File: src/hw/rtl/sns_pkg.sv
package sns_pkg;

  // Field and register widths fixed by the interface.
  localparam int unsigned SIZE_W  = 9;
  localparam int unsigned CNT_W   = 7;
  localparam int unsigned UNITS_W = 17;
  localparam int unsigned OFF_W   = 8;
  localparam int unsigned ACT_W   = 16;
  localparam int unsigned POS_W   = 8;
  localparam int unsigned SLOT_W  = 6;
  localparam int unsigned UIDX_W  = 16;

  // Winner plus signed offset spans -128..382, so ten bits hold it.
  localparam int unsigned SUM_W = 10;
  // Magnitude of that sum.
  localparam int unsigned MAG_W = 9;

  // The remainder takes one bit per step, spread over a few stages.
  localparam int unsigned REM_STAGES     = 3;
  localparam int unsigned BITS_PER_STAGE = 3;

  // Depth of the command queue between front and back.
  localparam int unsigned Q_DEPTH = 2;

  // Configuration port.
  localparam int unsigned APB_AW = 5;
  localparam int unsigned APB_DW = 32;
  localparam int unsigned REG_IW = 3;

  typedef enum logic [REG_IW-1:0] {
    REG_GRID_WIDTH  = 3'd0,
    REG_GRID_HEIGHT = 3'd1,
    REG_WRAP_ENABLE = 3'd2,
    REG_ENTRY_COUNT = 3'd3,
    REG_UNIT_COUNT  = 3'd4
  } reg_idx_t;

  typedef enum logic {
    KIND_LOAD  = 1'b0,
    KIND_APPLY = 1'b1
  } kind_t;

  typedef enum logic {
    BK_IDLE,
    BK_WALK
  } back_state_t;

  // Configuration as stored, before any saturation.
  typedef struct packed {
    logic [SIZE_W-1:0]  grid_width;
    logic [SIZE_W-1:0]  grid_height;
    logic               wrap_enable;
    logic [CNT_W-1:0]   entry_count;
    logic [UNITS_W-1:0] unit_count;
  } cfg_t;

  // One neighborhood table word.
  typedef struct packed {
    logic [OFF_W-1:0] off_x;
    logic [OFF_W-1:0] off_y;
    logic [ACT_W-1:0] act;
  } entry_t;

  // Command passed from the front to the back.
  typedef struct packed {
    kind_t             kind;
    logic [SLOT_W-1:0] slot;
    entry_t            ent;
    logic [POS_W-1:0]  win_x;
    logic [POS_W-1:0]  win_y;
  } cmd_t;

  // One coordinate on its way through the remainder steps.
  typedef struct packed {
    logic             neg;
    logic             drop;
    logic [MAG_W-1:0] mag;
    logic [MAG_W-1:0] rem;
  } lane_t;

  typedef struct packed {
    logic             last;
    logic [ACT_W-1:0] act;
    lane_t            x;
    lane_t            y;
  } mod_stage_t;

  // Set up a coordinate: sign, magnitude and whether it is dropped.
  function automatic lane_t lane_init(input logic [SUM_W-1:0] c,
                                      input logic [SIZE_W-1:0] d,
                                      input logic wrap);
    lane_t l;
    logic  in_range;
    l.neg    = c[SUM_W-1];
    l.mag    = l.neg ? MAG_W'(~c + SUM_W'(1)) : MAG_W'(c);
    in_range = !l.neg && (c < {1'b0, d});
    l.drop   = (d == '0) || (!in_range && !wrap);
    l.rem    = '0;
    return l;
  endfunction

  // One restoring remainder step: bring in the next bit, subtract if it fits.
  function automatic logic [MAG_W-1:0] rem_step(input logic [MAG_W-1:0] rem,
                                                input logic b,
                                                input logic [SIZE_W-1:0] d);
    logic [MAG_W:0] t;
    t = {rem, b};
    if (t >= {1'b0, d}) begin
      t = t - {1'b0, d};
    end
    return t[MAG_W-1:0];
  endfunction

  // The steps of one pipeline stage, taking magnitude bits from the top.
  function automatic lane_t lane_steps(input lane_t l, input logic [SIZE_W-1:0] d);
    lane_t o;
    o = l;
    for (int unsigned k = 0; k < BITS_PER_STAGE; k++) begin
      o.rem = rem_step(o.rem, o.mag[MAG_W-1], d);
      o.mag = o.mag << 1;
    end
    return o;
  endfunction

endpackage

File: src/hw/rtl/sns_ram.sv
module sns_ram #(
  parameter int unsigned W = 32,
  parameter int unsigned D = 64,
  localparam int unsigned AW = (D > 1) ? $clog2(D) : 1
) (
  input  logic          clk,
  input  logic          wr_en,
  input  logic [AW-1:0] wr_addr,
  input  logic [W-1:0]  wr_data,
  input  logic          rd_en,
  input  logic [AW-1:0] rd_addr,
  output logic [W-1:0]  rd_data
);

  logic [W-1:0] mem_r [D];
  logic [W-1:0] rd_data_r;

  // One write port and one registered read port.
  always_ff @(posedge clk) begin
    if (wr_en) begin
      mem_r[wr_addr] <= wr_data;
    end
    if (rd_en) begin
      rd_data_r <= mem_r[rd_addr];
    end
  end

  assign rd_data = rd_data_r;

endmodule

File: src/hw/rtl/sns_cfg.sv
module sns_cfg import sns_pkg::*; (
  input  logic              clk,
  input  logic              rst_n,
  input  logic              psel,
  input  logic              penable,
  input  logic              pwrite,
  input  logic [APB_AW-1:0] paddr,
  input  logic [APB_DW-1:0] pwdata,
  output logic [APB_DW-1:0] prdata,
  output logic              pready,
  output cfg_t              cfg
);

  logic [SIZE_W-1:0]  grid_width_r, grid_width_nxt;
  logic [SIZE_W-1:0]  grid_height_r, grid_height_nxt;
  logic               wrap_enable_r, wrap_enable_nxt;
  logic [CNT_W-1:0]   entry_count_r, entry_count_nxt;
  logic [UNITS_W-1:0] unit_count_r, unit_count_nxt;
  logic               wr_beat;
  reg_idx_t           reg_sel;

  assign pready  = 1'b1;
  assign wr_beat = psel && penable && pwrite && pready;
  assign reg_sel = reg_idx_t'(paddr[APB_AW-1:2]);

  // Register writes; addresses past the last register are ignored.
  always_comb begin
    grid_width_nxt  = grid_width_r;
    grid_height_nxt = grid_height_r;
    wrap_enable_nxt = wrap_enable_r;
    entry_count_nxt = entry_count_r;
    unit_count_nxt  = unit_count_r;
    if (wr_beat) begin
      case (reg_sel)
        REG_GRID_WIDTH:  grid_width_nxt  = pwdata[SIZE_W-1:0];
        REG_GRID_HEIGHT: grid_height_nxt = pwdata[SIZE_W-1:0];
        REG_WRAP_ENABLE: wrap_enable_nxt = pwdata[0];
        REG_ENTRY_COUNT: entry_count_nxt = pwdata[CNT_W-1:0];
        REG_UNIT_COUNT:  unit_count_nxt  = pwdata[UNITS_W-1:0];
        default: ;
      endcase
    end
  end

  always_ff @(posedge clk) begin
    if (!rst_n) begin
      grid_width_r  <= SIZE_W'(1);
      grid_height_r <= SIZE_W'(1);
      wrap_enable_r <= 1'b0;
      entry_count_r <= '0;
      unit_count_r  <= '0;
    end else begin
      grid_width_r  <= grid_width_nxt;
      grid_height_r <= grid_height_nxt;
      wrap_enable_r <= wrap_enable_nxt;
      entry_count_r <= entry_count_nxt;
      unit_count_r  <= unit_count_nxt;
    end
  end

  // Read back.
  always_comb begin
    case (reg_sel)
      REG_GRID_WIDTH:  prdata = APB_DW'(grid_width_r);
      REG_GRID_HEIGHT: prdata = APB_DW'(grid_height_r);
      REG_WRAP_ENABLE: prdata = APB_DW'(wrap_enable_r);
      REG_ENTRY_COUNT: prdata = APB_DW'(entry_count_r);
      REG_UNIT_COUNT:  prdata = APB_DW'(unit_count_r);
      default:         prdata = '0;
    endcase
  end

  assign cfg.grid_width  = grid_width_r;
  assign cfg.grid_height = grid_height_r;
  assign cfg.wrap_enable = wrap_enable_r;
  assign cfg.entry_count = entry_count_r;
  assign cfg.unit_count  = unit_count_r;

endmodule

File: src/hw/rtl/sns_front.sv
module sns_front import sns_pkg::*; #(
  parameter int unsigned MAX_ENTRIES = 64
) (
  input  logic                    clk,
  input  logic                    rst_n,
  input  logic                    in_valid,
  output logic                    in_ready,
  input  logic                    in_kind,
  input  logic [SLOT_W-1:0]       in_entry_slot,
  input  logic signed [OFF_W-1:0] in_offset_x,
  input  logic signed [OFF_W-1:0] in_offset_y,
  input  logic signed [ACT_W-1:0] in_entry_act,
  input  logic [POS_W-1:0]        in_winner_x,
  input  logic [POS_W-1:0]        in_winner_y,
  input  logic                    cmd_pop,
  output logic                    cmd_valid,
  output cmd_t                    cmd
);

  localparam int unsigned QPW = (Q_DEPTH > 1) ? $clog2(Q_DEPTH) : 1;
  localparam int unsigned QCW = $clog2(Q_DEPTH + 1);

  cmd_t           q_r [Q_DEPTH];
  logic [QPW-1:0] wr_ptr_r, wr_ptr_nxt;
  logic [QPW-1:0] rd_ptr_r, rd_ptr_nxt;
  logic [QCW-1:0] cnt_r, cnt_nxt;
  logic           accept;
  logic           slot_ok;
  logic           push;
  cmd_t           cmd_in;

  assign in_ready = (cnt_r != QCW'(Q_DEPTH));
  assign accept   = in_valid && in_ready;

  // Classify the beat: loads to a slot outside the table are dropped here.
  assign slot_ok = (CNT_W'(in_entry_slot) < CNT_W'(MAX_ENTRIES));
  assign push    = accept && ((kind_t'(in_kind) == KIND_APPLY) || slot_ok);

  assign cmd_in.kind      = kind_t'(in_kind);
  assign cmd_in.slot      = in_entry_slot;
  assign cmd_in.ent.off_x = in_offset_x;
  assign cmd_in.ent.off_y = in_offset_y;
  assign cmd_in.ent.act   = in_entry_act;
  assign cmd_in.win_x     = in_winner_x;
  assign cmd_in.win_y     = in_winner_y;

  // Queue pointers and fill count.
  always_comb begin
    wr_ptr_nxt = wr_ptr_r;
    rd_ptr_nxt = rd_ptr_r;
    cnt_nxt    = cnt_r;
    if (push) begin
      wr_ptr_nxt = (wr_ptr_r == QPW'(Q_DEPTH - 1)) ? '0 : wr_ptr_r + QPW'(1);
    end
    if (cmd_pop) begin
      rd_ptr_nxt = (rd_ptr_r == QPW'(Q_DEPTH - 1)) ? '0 : rd_ptr_r + QPW'(1);
    end
    if (push && !cmd_pop) begin
      cnt_nxt = cnt_r + QCW'(1);
    end else if (!push && cmd_pop) begin
      cnt_nxt = cnt_r - QCW'(1);
    end
  end

  always_ff @(posedge clk) begin
    if (!rst_n) begin
      wr_ptr_r <= '0;
      rd_ptr_r <= '0;
      cnt_r    <= '0;
    end else begin
      wr_ptr_r <= wr_ptr_nxt;
      rd_ptr_r <= rd_ptr_nxt;
      cnt_r    <= cnt_nxt;
    end
  end

  // Queue storage.
  always_ff @(posedge clk) begin
    if (push) begin
      q_r[wr_ptr_r] <= cmd_in;
    end
  end

  assign cmd_valid = (cnt_r != '0);
  assign cmd       = q_r[rd_ptr_r];

`ifndef NO_ASSERTIONS
  a_cnt_bound: assert property (@(posedge clk) disable iff (!rst_n)
    cnt_r <= QCW'(Q_DEPTH))
    else $error("command queue count beyond its depth");

  a_pop_nonempty: assert property (@(posedge clk) disable iff (!rst_n)
    cmd_pop |-> (cnt_r != '0))
    else $error("back end popped an empty command queue");
`endif

endmodule

File: src/hw/rtl/sns_back.sv
module sns_back import sns_pkg::*; #(
  parameter int unsigned MAX_ENTRIES = 64,
  parameter int unsigned MAX_DIM     = 256
) (
  input  logic                    clk,
  input  logic                    rst_n,
  input  cfg_t                    cfg,
  input  logic                    cmd_valid,
  input  cmd_t                    cmd,
  output logic                    cmd_pop,
  output logic                    out_valid,
  input  logic                    out_ready,
  output logic [UIDX_W-1:0]       out_unit_index,
  output logic signed [ACT_W-1:0] out_act_value,
  output logic                    out_hit,
  output logic                    out_last
);

  localparam int unsigned AW    = (MAX_ENTRIES > 1) ? $clog2(MAX_ENTRIES) : 1;
  localparam int unsigned CW    = $clog2(MAX_DIM);
  localparam int unsigned WW    = $clog2(MAX_DIM + 1);
  localparam int unsigned IW    = $clog2(MAX_DIM * MAX_DIM);
  localparam int unsigned ENT_W = $bits(entry_t);

  // Saturated configuration.
  logic [CNT_W-1:0]   n_eff;
  logic [UNITS_W-1:0] units_eff;
  logic [SIZE_W-1:0]  dx, dy;
  logic [WW-1:0]      w_eff;

  assign n_eff     = (cfg.entry_count > CNT_W'(MAX_ENTRIES)) ? CNT_W'(MAX_ENTRIES)
                                                              : cfg.entry_count;
  assign units_eff = (cfg.unit_count > UNITS_W'(MAX_DIM * MAX_DIM))
                     ? UNITS_W'(MAX_DIM * MAX_DIM) : cfg.unit_count;
  assign dx        = (cfg.grid_width > SIZE_W'(MAX_DIM)) ? SIZE_W'(MAX_DIM)
                                                          : cfg.grid_width;
  assign dy        = (cfg.grid_height > SIZE_W'(MAX_DIM)) ? SIZE_W'(MAX_DIM)
                                                           : cfg.grid_height;
  assign w_eff     = WW'(dx);

  // The whole pipeline moves when the output register is free or drained.
  logic adv;
  logic out_valid_r;

  assign adv = !out_valid_r || out_ready;

  // Sequencer: takes commands, writes loads, walks the table for applies.
  back_state_t      state_r, state_nxt;
  logic [AW-1:0]    idx_r, idx_nxt;
  logic [POS_W-1:0] win_x_r, win_x_nxt;
  logic [POS_W-1:0] win_y_r, win_y_nxt;
  logic             ram_we;
  logic             issue;
  logic             last_issue;
  entry_t           ent_rd;
  logic [ENT_W-1:0] ent_rd_raw;

  assign last_issue = (CNT_W'(idx_r) + CNT_W'(1) == n_eff);

  always_comb begin
    state_nxt = state_r;
    idx_nxt   = idx_r;
    win_x_nxt = win_x_r;
    win_y_nxt = win_y_r;
    cmd_pop   = 1'b0;
    ram_we    = 1'b0;
    issue     = 1'b0;
    case (state_r)
      BK_IDLE: begin
        if (cmd_valid) begin
          cmd_pop = 1'b1;
          case (cmd.kind)
            KIND_LOAD: begin
              ram_we = 1'b1;
            end
            KIND_APPLY: begin
              if (n_eff != '0) begin
                state_nxt = BK_WALK;
                idx_nxt   = '0;
                win_x_nxt = cmd.win_x;
                win_y_nxt = cmd.win_y;
              end
            end
            default: ;
          endcase
        end
      end
      BK_WALK: begin
        if (adv) begin
          issue = 1'b1;
          if (last_issue) begin
            state_nxt = BK_IDLE;
          end else begin
            idx_nxt = idx_r + AW'(1);
          end
        end
      end
      default: begin
        state_nxt = BK_IDLE;
      end
    endcase
  end

  always_ff @(posedge clk) begin
    if (!rst_n) begin
      state_r <= BK_IDLE;
      idx_r   <= '0;
    end else begin
      state_r <= state_nxt;
      idx_r   <= idx_nxt;
    end
  end

  always_ff @(posedge clk) begin
    win_x_r <= win_x_nxt;
    win_y_r <= win_y_nxt;
  end

  // Neighborhood table.
  sns_ram #(
    .W (ENT_W),
    .D (MAX_ENTRIES)
  ) u_table (
    .clk     (clk),
    .wr_en   (ram_we),
    .wr_addr (cmd.slot[AW-1:0]),
    .wr_data (cmd.ent),
    .rd_en   (issue),
    .rd_addr (idx_r),
    .rd_data (ent_rd_raw)
  );

  assign ent_rd = entry_t'(ent_rd_raw);

  // Stage 0 travels alongside the table read.
  logic             s0_vld_r;
  logic             s0_last_r;
  logic [POS_W-1:0] s0_wx_r, s0_wy_r;

  always_ff @(posedge clk) begin
    if (!rst_n) begin
      s0_vld_r <= 1'b0;
    end else if (adv) begin
      s0_vld_r <= issue;
    end
  end

  always_ff @(posedge clk) begin
    if (adv) begin
      s0_last_r <= last_issue;
      s0_wx_r   <= win_x_r;
      s0_wy_r   <= win_y_r;
    end
  end

  // Add offsets to the winner and set up both coordinates.
  logic [SUM_W-1:0] cx, cy;

  assign cx = {{(SUM_W - POS_W){1'b0}}, s0_wx_r}
            + {{(SUM_W - OFF_W){ent_rd.off_x[OFF_W-1]}}, ent_rd.off_x};
  assign cy = {{(SUM_W - POS_W){1'b0}}, s0_wy_r}
            + {{(SUM_W - OFF_W){ent_rd.off_y[OFF_W-1]}}, ent_rd.off_y};

  // Remainder stages: stage 0 is the set-up, each later one takes a few bits.
  mod_stage_t            st_r   [REM_STAGES+1];
  mod_stage_t            st_nxt [REM_STAGES+1];
  logic [REM_STAGES:0]   st_vld_r;

  always_comb begin
    st_nxt[0].last = s0_last_r;
    st_nxt[0].act  = ent_rd.act;
    st_nxt[0].x    = lane_init(cx, dx, cfg.wrap_enable);
    st_nxt[0].y    = lane_init(cy, dy, cfg.wrap_enable);
    for (int unsigned s = 0; s < REM_STAGES; s++) begin
      st_nxt[s+1].last = st_r[s].last;
      st_nxt[s+1].act  = st_r[s].act;
      st_nxt[s+1].x    = lane_steps(st_r[s].x, dx);
      st_nxt[s+1].y    = lane_steps(st_r[s].y, dy);
    end
  end

  always_ff @(posedge clk) begin
    if (!rst_n) begin
      st_vld_r <= '0;
    end else if (adv) begin
      st_vld_r <= {st_vld_r[REM_STAGES-1:0], s0_vld_r};
    end
  end

  always_ff @(posedge clk) begin
    if (adv) begin
      st_r <= st_nxt;
    end
  end

  // Turn a negative remainder into a true modulo and pick the coordinate.
  mod_stage_t        st_done;
  logic [SIZE_W-1:0] fx, fy;
  logic              p_vld_r, p_last_r, p_ok_r;
  logic [ACT_W-1:0]  p_act_r;
  logic [CW-1:0]     p_x_r, p_y_r;

  assign st_done = st_r[REM_STAGES];
  assign fx = (st_done.x.neg && (st_done.x.rem != '0)) ? dx - st_done.x.rem
                                                       : st_done.x.rem;
  assign fy = (st_done.y.neg && (st_done.y.rem != '0)) ? dy - st_done.y.rem
                                                       : st_done.y.rem;

  always_ff @(posedge clk) begin
    if (!rst_n) begin
      p_vld_r <= 1'b0;
    end else if (adv) begin
      p_vld_r <= st_vld_r[REM_STAGES];
    end
  end

  always_ff @(posedge clk) begin
    if (adv) begin
      p_last_r <= st_done.last;
      p_act_r  <= st_done.act;
      p_ok_r   <= !st_done.x.drop && !st_done.y.drop;
      p_x_r    <= fx[CW-1:0];
      p_y_r    <= fy[CW-1:0];
    end
  end

  // Linear index: row times width plus column.
  logic [CW+WW-1:0] prod;
  logic [IW-1:0]    lin_idx;
  logic             m_vld_r, m_last_r, m_ok_r;
  logic [ACT_W-1:0] m_act_r;
  logic [IW-1:0]    m_idx_r;

  assign prod    = p_y_r * w_eff;
  assign lin_idx = IW'(prod) + IW'(p_x_r);

  always_ff @(posedge clk) begin
    if (!rst_n) begin
      m_vld_r <= 1'b0;
    end else if (adv) begin
      m_vld_r <= p_vld_r;
    end
  end

  always_ff @(posedge clk) begin
    if (adv) begin
      m_last_r <= p_last_r;
      m_act_r  <= p_act_r;
      m_ok_r   <= p_ok_r;
      m_idx_r  <= lin_idx;
    end
  end

  // Unit count check and output register.
  logic              hit;
  logic [UIDX_W-1:0] out_idx_r;
  logic [ACT_W-1:0]  out_act_r;
  logic              out_hit_r, out_last_r;

  assign hit = m_ok_r && (UNITS_W'(m_idx_r) < units_eff);

  always_ff @(posedge clk) begin
    if (!rst_n) begin
      out_valid_r <= 1'b0;
    end else if (adv) begin
      out_valid_r <= m_vld_r;
    end
  end

  always_ff @(posedge clk) begin
    if (adv) begin
      out_idx_r  <= hit ? UIDX_W'(m_idx_r) : '0;
      out_act_r  <= hit ? m_act_r : '0;
      out_hit_r  <= hit;
      out_last_r <= m_last_r;
    end
  end

  assign out_valid      = out_valid_r;
  assign out_unit_index = out_idx_r;
  assign out_act_value  = out_act_r;
  assign out_hit        = out_hit_r;
  assign out_last       = out_last_r;

`ifndef NO_ASSERTIONS
  a_walk_in_range: assert property (@(posedge clk) disable iff (!rst_n)
    (state_r == BK_WALK) |-> (CNT_W'(idx_r) < n_eff))
    else $error("table walk index past the entry count");

  a_walk_ends: assert property (@(posedge clk) disable iff (!rst_n)
    (issue && last_issue) |=> (state_r == BK_IDLE))
    else $error("walk did not end after its final entry");

  a_stall_freezes: assert property (@(posedge clk) disable iff (!rst_n)
    (out_valid_r && !out_ready) |=> (m_vld_r == $past(m_vld_r)
                                    && st_vld_r == $past(st_vld_r)))
    else $error("pipeline moved while the output was stalled");
`endif

endmodule

File: src/hw/rtl/som_neighborhood_stamp_unit.sv
// Channel   Direction  Handshake           Beat contents
// in_*      input      in_valid/in_ready   kind, entry_slot, offsets, activation, winner
// out_*     output     out_valid/out_ready unit_index, act_value, hit, last
// config    input      psel/penable/pready five registers at byte addresses 0,4,8,12,16
//
// A load beat is written to the table when the back end takes it; an apply beat holds
// the back end while it walks min(entry_count, MAX_ENTRIES) entries, one table read per
// cycle through one port while the output is not stalled. Each read then passes the
// set-up, remainder, modulo, index and output registers. Reset (rst_n low, synchronous)
// sets grid width and height to 1 and clears other configuration and control; the table
// is undefined until loaded. A stalled output freezes the back-end pipeline, while the
// front still takes beats until its two-entry command queue is full.
module som_neighborhood_stamp_unit import sns_pkg::*; #(
  parameter int unsigned MAX_ENTRIES = 64,
  parameter int unsigned MAX_DIM     = 256
) (
  input  logic                    clk,
  input  logic                    rst_n,
  // Input channel
  input  logic                    in_valid,
  output logic                    in_ready,
  input  logic                    in_kind,
  input  logic [SLOT_W-1:0]       in_entry_slot,
  input  logic signed [OFF_W-1:0] in_offset_x,
  input  logic signed [OFF_W-1:0] in_offset_y,
  input  logic signed [ACT_W-1:0] in_entry_act,
  input  logic [POS_W-1:0]        in_winner_x,
  input  logic [POS_W-1:0]        in_winner_y,
  // Result channel
  output logic                    out_valid,
  input  logic                    out_ready,
  output logic [UIDX_W-1:0]       out_unit_index,
  output logic signed [ACT_W-1:0] out_act_value,
  output logic                    out_hit,
  output logic                    out_last,
  // Configuration port
  input  logic                    psel,
  input  logic                    penable,
  input  logic                    pwrite,
  input  logic [APB_AW-1:0]       paddr,
  input  logic [APB_DW-1:0]       pwdata,
  output logic [APB_DW-1:0]       prdata,
  output logic                    pready
);

  cfg_t cfg;
  logic cmd_valid;
  logic cmd_pop;
  cmd_t cmd;

  // Configuration registers.
  sns_cfg u_cfg (
    .clk     (clk),
    .rst_n   (rst_n),
    .psel    (psel),
    .penable (penable),
    .pwrite  (pwrite),
    .paddr   (paddr),
    .pwdata  (pwdata),
    .prdata  (prdata),
    .pready  (pready),
    .cfg     (cfg)
  );

  // Front end: accepts and classifies beats into the command queue.
  sns_front #(
    .MAX_ENTRIES (MAX_ENTRIES)
  ) u_front (
    .clk           (clk),
    .rst_n         (rst_n),
    .in_valid      (in_valid),
    .in_ready      (in_ready),
    .in_kind       (in_kind),
    .in_entry_slot (in_entry_slot),
    .in_offset_x   (in_offset_x),
    .in_offset_y   (in_offset_y),
    .in_entry_act  (in_entry_act),
    .in_winner_x   (in_winner_x),
    .in_winner_y   (in_winner_y),
    .cmd_pop       (cmd_pop),
    .cmd_valid     (cmd_valid),
    .cmd           (cmd)
  );

  // Back end: table, walk sequencer and coordinate pipeline.
  sns_back #(
    .MAX_ENTRIES (MAX_ENTRIES),
    .MAX_DIM     (MAX_DIM)
  ) u_back (
    .clk            (clk),
    .rst_n          (rst_n),
    .cfg            (cfg),
    .cmd_valid      (cmd_valid),
    .cmd            (cmd),
    .cmd_pop        (cmd_pop),
    .out_valid      (out_valid),
    .out_ready      (out_ready),
    .out_unit_index (out_unit_index),
    .out_act_value  (out_act_value),
    .out_hit        (out_hit),
    .out_last       (out_last)
  );

endmodule

File: config.mk
export PLATFORM = sky130hd
export DESIGN_NAME = som_neighborhood_stamp_unit
export DESIGN_NICKNAME = d
export VERILOG_FILES = /design/src/hw/rtl/sns_pkg.sv /design/src/hw/rtl/sns_ram.sv /design/src/hw/rtl/sns_cfg.sv /design/src/hw/rtl/sns_front.sv /design/src/hw/rtl/sns_back.sv /design/src/hw/rtl/som_neighborhood_stamp_unit.sv
export SDC_FILE = /design/constraint.sdc
export NUM_CORES = 2
export LEC_CHECK = 0
export ABC_CLOCK_PERIOD_IN_PS = 9600
export BUFFER_PORTS_ARGS = -buffer_cell sky130_fd_sc_hd__buf_2
export CAP_MARGIN = 20
export CORE_MARGIN = 4
export CORE_UTILIZATION = 57
export DETAILED_ROUTE_END_ITERATION = 16
export PLACE_DENSITY_LB_ADDON = 0.1
export SETUP_SLACK_MARGIN = 0.15
export SLEW_MARGIN = 20
export SYNTH_ARGS = -nofsm -noshare
export SYNTH_HDL_FRONTEND = slang
export SYNTH_HIERARCHICAL = 1
export SYNTH_SLANG_ARGS = --single-unit
File: constraint.sdc
create_clock -name clk -period 9.6 [get_ports clk]
set_input_delay 0.48 -clock clk [delete_from_list [all_inputs] [get_ports clk]]
set_output_delay 0.48 -clock clk [all_outputs]
set_load 0.02 [all_outputs]
# Word level (Yosys, flattened, before mapping)
# Memory sizes are Yosys's and may differ from the RTL's. A register that Yosys moved wholly into a read port is not among the register bits.
# Index checks and enable logic that the tools add are counted.
word_totals:
  register_bits: 371
  ramBits: 2158
  in_bits: 99
  output_inout_bits: 69
  wordCells: 239
  n_memories: 2
mem_list:
  columns: ["name", "depth", "width", "rd", "rd_ports_with_merged_regs", "write_ports", "line", "source"]
  rows:
  - ["u_back.u_table.mem_r", 64, 32, 1, 1, 1, "sns_ram.sv:15", "logic [W-1:0] mem_r [D];"]
  - ["u_front.q_r", 2, 55, 1, 1, 1, "sns_front.sv:23", "cmd_t q_r [Q_DEPTH];"]
op_classes:
  add_sub_neg: 31
  n_mul: 1
  magnitude_cmp: 25
  n_eq_ne: 11
  mux: 56
  n_bitwise: 3
  reduce_logical: 41
op_table:
  columns: ["cell", "n"]
  rows:
  - ["$mux W9", 22]
  - ["$ge A10 B9 Y1", 16]
  - ["$sub A9 B9 Y9", 16]
  - ["$pmux W17 S5", 1]
  - ["$mux W6", 5]
  - ["$add A9 B8 Y10", 2]
  - ["$lt A10 B9 Y1", 2]
  - ["$mux W1", 20]
  - ["$add A9 B1 Y9 const B", 2]
  - ["$ge A1 B9 Y1", 2]
  - ["$gt A9 B9 Y1 const B", 2]
  - ["$logic_not A9 Y1", 2]
  - ["$not A9 Y9", 2]
  - ["$reduce_bool A9 Y1", 2]
  - ["$sub A1 B9 Y9", 2]
  - ["$gt A17 B17 Y1 const B", 1]
  - ["$lt A16 B17 Y1", 1]
  - ["$mux W17", 1]
  - ["$add A16 B8 Y16", 1]
  - ["$mul A8 B9 Y16", 1]
  - ["$mux W8", 2]
  - ["$sub A8 B8 Y8", 2]
  - ["$logic_and A1 B1 Y1", 13]
  - ["$pmux W6 S2", 1]
  - ["24 further kinds", 47]

# Logic depth before layout (Yosys ltp)
depth:
  word_depth: 8
  depth_mapped: 29
  ltp_nobuf: 27

# By module
# Netlist, hierarchy kept.
by_module_without_submodules:
  columns: ["mod", "n_inst", "cells_each", "area_per_inst_um2", "seq_area_each_um2"]
  rows:
  - ["sns_ram", 1, 3324, 78835.6, 62459.9]
  - ["sns_back", 1, 2109, 23088.4, 9579.2]
  - ["sns_front", 1, 195, 4227.8, 3403.3]
  - ["sns_cfg", 1, 236, 2189.6, 860.8]

# Worst setup path after synthesis
# OpenSTA, ideal clock, no wires.
synth_timing:
  path_type: "input to register"
  from: "in out_ready"
  to: "reg u_back.idx_r[3]"
  setup_ns: 0.076
  arrival_ns: 9.739
  t_required_ns: 9.524
  path_slack_ns: -0.214
  path_stages: 9
  n_path_buf: 1
  path_cell_list: "nor2b_1 > clkbuf_1 > clkinv_1 > nand2_1 > inv_1 > nor2_1 > nand2_1 > o211a_1 > a21boi_0"
synth_via:
  elab_chain_len: 3
synth_rtl:
  columns: ["element", "line", "source"]
  rows:
  - ["start: declaration", "som_neighborhood_stamp_unit.sv:31", "input logic out_ready,"]
  - ["$logic_or A1 B1 Y1", "sns_back.sv:45", "assign adv = !out_valid_r || out_ready;"]
  - ["via u_back.adv", "sns_back.sv:42", "logic adv;"]
  - ["$ne A2 B1 Y1 (no source line)", null, null]
  - ["$reduce_and A5 Y1 (no source line)", null, null]
  - ["end signal: assignment", "sns_back.sv:110", "idx_r <= idx_nxt;"]
  - ["end: declaration", "sns_back.sv:49", "logic [AW-1:0] idx_r, idx_nxt;"]
# The timed path passes the listed nets, and every way through them passes these cells.
# A chain may end at the register's enable or synchronous reset.

==> impl_metrics.ini <==
[worst_setup_path]
critPathCaptureType = flop
cpPeakStageDelay_ns = 0.62
worst_setup_path_start_kind = flop
cp_num_buf_inv = 2
path_cells = nor2b_1, buf_4, inv_1, ha_1, o21ai_0, nor2_1, o31a_1, or2_1, mux2_2, ha_1, a211oi_1, nor3b_1, o31ai_1, o311ai_2, nor2_1, a21oi_1, fa_1, nand2_1, nand2_1, a21oi_1, o21ai_0, a221oi_1, o211ai_2, mux2_2
setup.worst_path.class = flop to flop
cpMaxStageDelayCell = dfxtp_1
cp_max_fo = 14
required_ns = 10.21
crit_family = compound AO/OA/AOI/OAI gates
arrival_ns = 7.97

[job]
drv_cap = 0

[final_layout]
area_growth_pct = 12.4
drive_above_1_share_pct = 22.8
fin_area_um2 = 122000
fillers = 12800
nets = 6693

[synth]
synth_common_cells = edfxtp_1 (2,499), mux4_2 (544), nor2_1 (269), ha_1 (251), nand2_1 (238)
synthCells = 5864
synth.most_common_cell = edfxtp_1
ys_ff_latch = 2562
netlist.area_leader.share_pct = 69.3
synthTopCellsByArea = edfxtp_1 (69%), mux4_2 (11%), ha_1 (2.9%)
syn_area_um2 = 108000
ys_types = 93
dominantRegCellSynth = edfxtp_1
synth_edf_count = 2499
synthArstFlopShare_pct = 0
ys_seq_area_share_pct = 70.4
yosysTopAreaCell = edfxtp_1
syn_avg_cell_area_um2 = 18.5
yosysWarnings = 6

[clock_network]
worstSkewPairLatency_ns = 0.92
numClockSinks = 2562
clock-root-buffer = clkbuf_16
cts_setup_buffers = 0
h-tree-depth = 5
cts_made_buffers = 278
cts_resized = 0
postCtsHoldBufs = 74
cts_tree = built
clk_pin_slew_worst_paths_ns = 0.06
clockBufferDepth = 4

[routing]
routedWlPerCell_um = 29.1
drt_pass1_iterations = 6
antenna_left = 0
num_vias = 56200
vias_per_cell = 6.27
routed_wl_um = 261000
drt_iter0_drc = 5629
drc_errors = 0

[timing]
timing.hold.ws_ns = 0.0834
finalSetupViolCount = 0
tightest_slew_ns = 1.18
hold_viol_final = 0
fmax_mhz = 136
slew_headroom_pct = 20.9
finalCriticalPeriod_ns = 7.36
grt_setup_unrepaired = false
skew_ns = 0.0661
timing.final.crit_share_pct = 76.7
slew_violations = 0
tns_ns = 0

[floorplan]
fp.dieW_um = 444
die_y_um = 444
row_count = 159
dieArea_um2 = 197000
num_io_pins = 168
coreArea_um2 = 188000
start_util_pct = 57.5

[placement]
port-buffer-count = 134
gp_congestion = 0.856
post_dp_cell_area_um2 = 113000
hpwlAfterDp_um = 151000

[grt]
grt_pass1_wl_um = 383000
grt_pass1_vias = 57400
overflow = 0
grt_antenna_before_repair = 15
grtUsageTotal_pct = 26.6
grt_max_degree = 126

[power_and_ir_drop]
p_per_area_nw_per_um2 = 273
peakVddDrop_v = 0.000309
p_leak_nw = 39.9
finalPower_mw = 33.2

[run_status]
status = complete, no violations

[hold_path]
worstHoldPathType = primary input to flop
-- stage by stage --
| stage | worst slack, ns | instances | utilization (%) |
|---|---|---|---|
| 2_1_floorplan | 3.01 | 5878 | - |
| 3_3_place_gp | 2.34 | 8414 | 59.8 |
| 3_5_place_dp | 2.27 | 8414 | 59.8 |
| 4_1_cts | 2.21 | 8952 | 64.6 |
| 5_1_grt | 1.58 | 8953 | 64.6 |
| 6_report | 2.24 | 8958 | 64.6 |
-- cell usage in the layout (no fill, tap or decap), types with 52 or more instances in the layout --
cell type	synthesis	final
a21oi_1	161	161
and2_1	77	77
buf_2	68	134
buf_4	50	157
clkbuf_1	100	52
clkbuf_16	0	284
clkinv_1	2	57
dfxtp_1	63	58
dlygate4sd3_1	0	74
edfxtp_1	2499	2499
fa_1	69	69
ha_1	251	251
inv_1	191	189
mux2_2	149	149
mux2i_1	169	169
mux4_2	544	544
nand2_1	238	238
nor2_1	269	207
nor2_4	0	62
nor2b_1	65	64
nor3_1	56	52
o21ai_0	79	79
o22ai_1	86	86
xnor2_1	95	95
xor2_1	57	57
-- area by class of cell --
type,instances,area (um^2),area share [%]
tap,2495,3120,2.56
antenna,5,12.5,0.0103
clock inverter,128,1030,0.849
timing repair buffer,373,2750,2.25
clock buffer,336,7300,6.00
sequential,2562,76300,62.7
multi-input combinational,2866,30500,25.1
inverter,193,737,0.605
-- worst register-to-register path, delay by kind of cell, from the launching register on --
family / cells / cell delay (ns)
and+or+nand+nor: 7 / 1.00
buffers and inverters: 2 / 0.74
AOI/OAI and AO/OA: 10 / 2.76
adders and majority gates: 3 / 1.26
muxes: 2 / 0.74
DFF: 1 / 0.62
-- layer usage --
layer / share of wire, % / routed length (um) / up-vias / global-route usage [%]
met5: 0.021 / 54 / - / 0
met4: 3.6 / 9470 / 8 / 9.37
met3: 6.8 / 17700 / 448 / 4.05
met2: 50 / 131000 / 2105 / 44.7
met1: 39 / 103000 / 29300 / 36.0
li1: - / - / 24300 / -
-- registers in the layout, indices dropped and copies added, names as in the netlist, 8 cells and up, named ones only --
register	flops
u_back/p_y_r	8
u_back/u_table/rd_data	32
u_back/st_nxt	81
u_back/win_x_r	8
u_cfg/grid_width_r	9
u_back/st_r	54
u_back/out_unit_index	16
u_back/m_act_r	16
u_back/s0_wy_r	8
u_back/s0_wx_r	8
u_back/u_table/mem_r	2048
u_back/st_done	39
u_back/p_act_r	16
u_back/win_y_r	8
u_front/q_r	110
u_back/m_idx_r	16
u_back/out_act_value	16
u_cfg/grid_height_r	9
u_cfg/unit_count_r	17
u_back/p_x_r	8
-- final timing paths --
kind	start	end	slack, ns	cells past startpoint
hold / removal	pwdata[3]	u_cfg/grid_height_r[3]	0.08	3
setup reg to reg	u_cfg/grid_width_r[8]	u_back/st_done[25]	2.24	24
setup / recovery	u_cfg/grid_width_r[8]	u_back/st_done[25]	2.24	24
hold reg to reg	u_back/st_nxt[164]	u_back/st_nxt[107]	0.41	0
-- cells by family after synthesis --
logic type	share of synthesized area [%]
adders and majority gates	4.17
DFF	70.4
other	0.00693
xor gates and xnor gates	1.23
and+or+nand+nor	4.26
muxes	14.4
AOI/OAI and AO/OA	3.58
buffers and inverters	1.91
-- power breakdown --
part	internal (mW)	total (mW)	switching, mW
Clock	5.81	9.96	4.15
Sequential	13.9	14.1	0.233
Combinational	4.01	9.20	5.18
No activity file was read; power rests on OpenSTA's default activity.
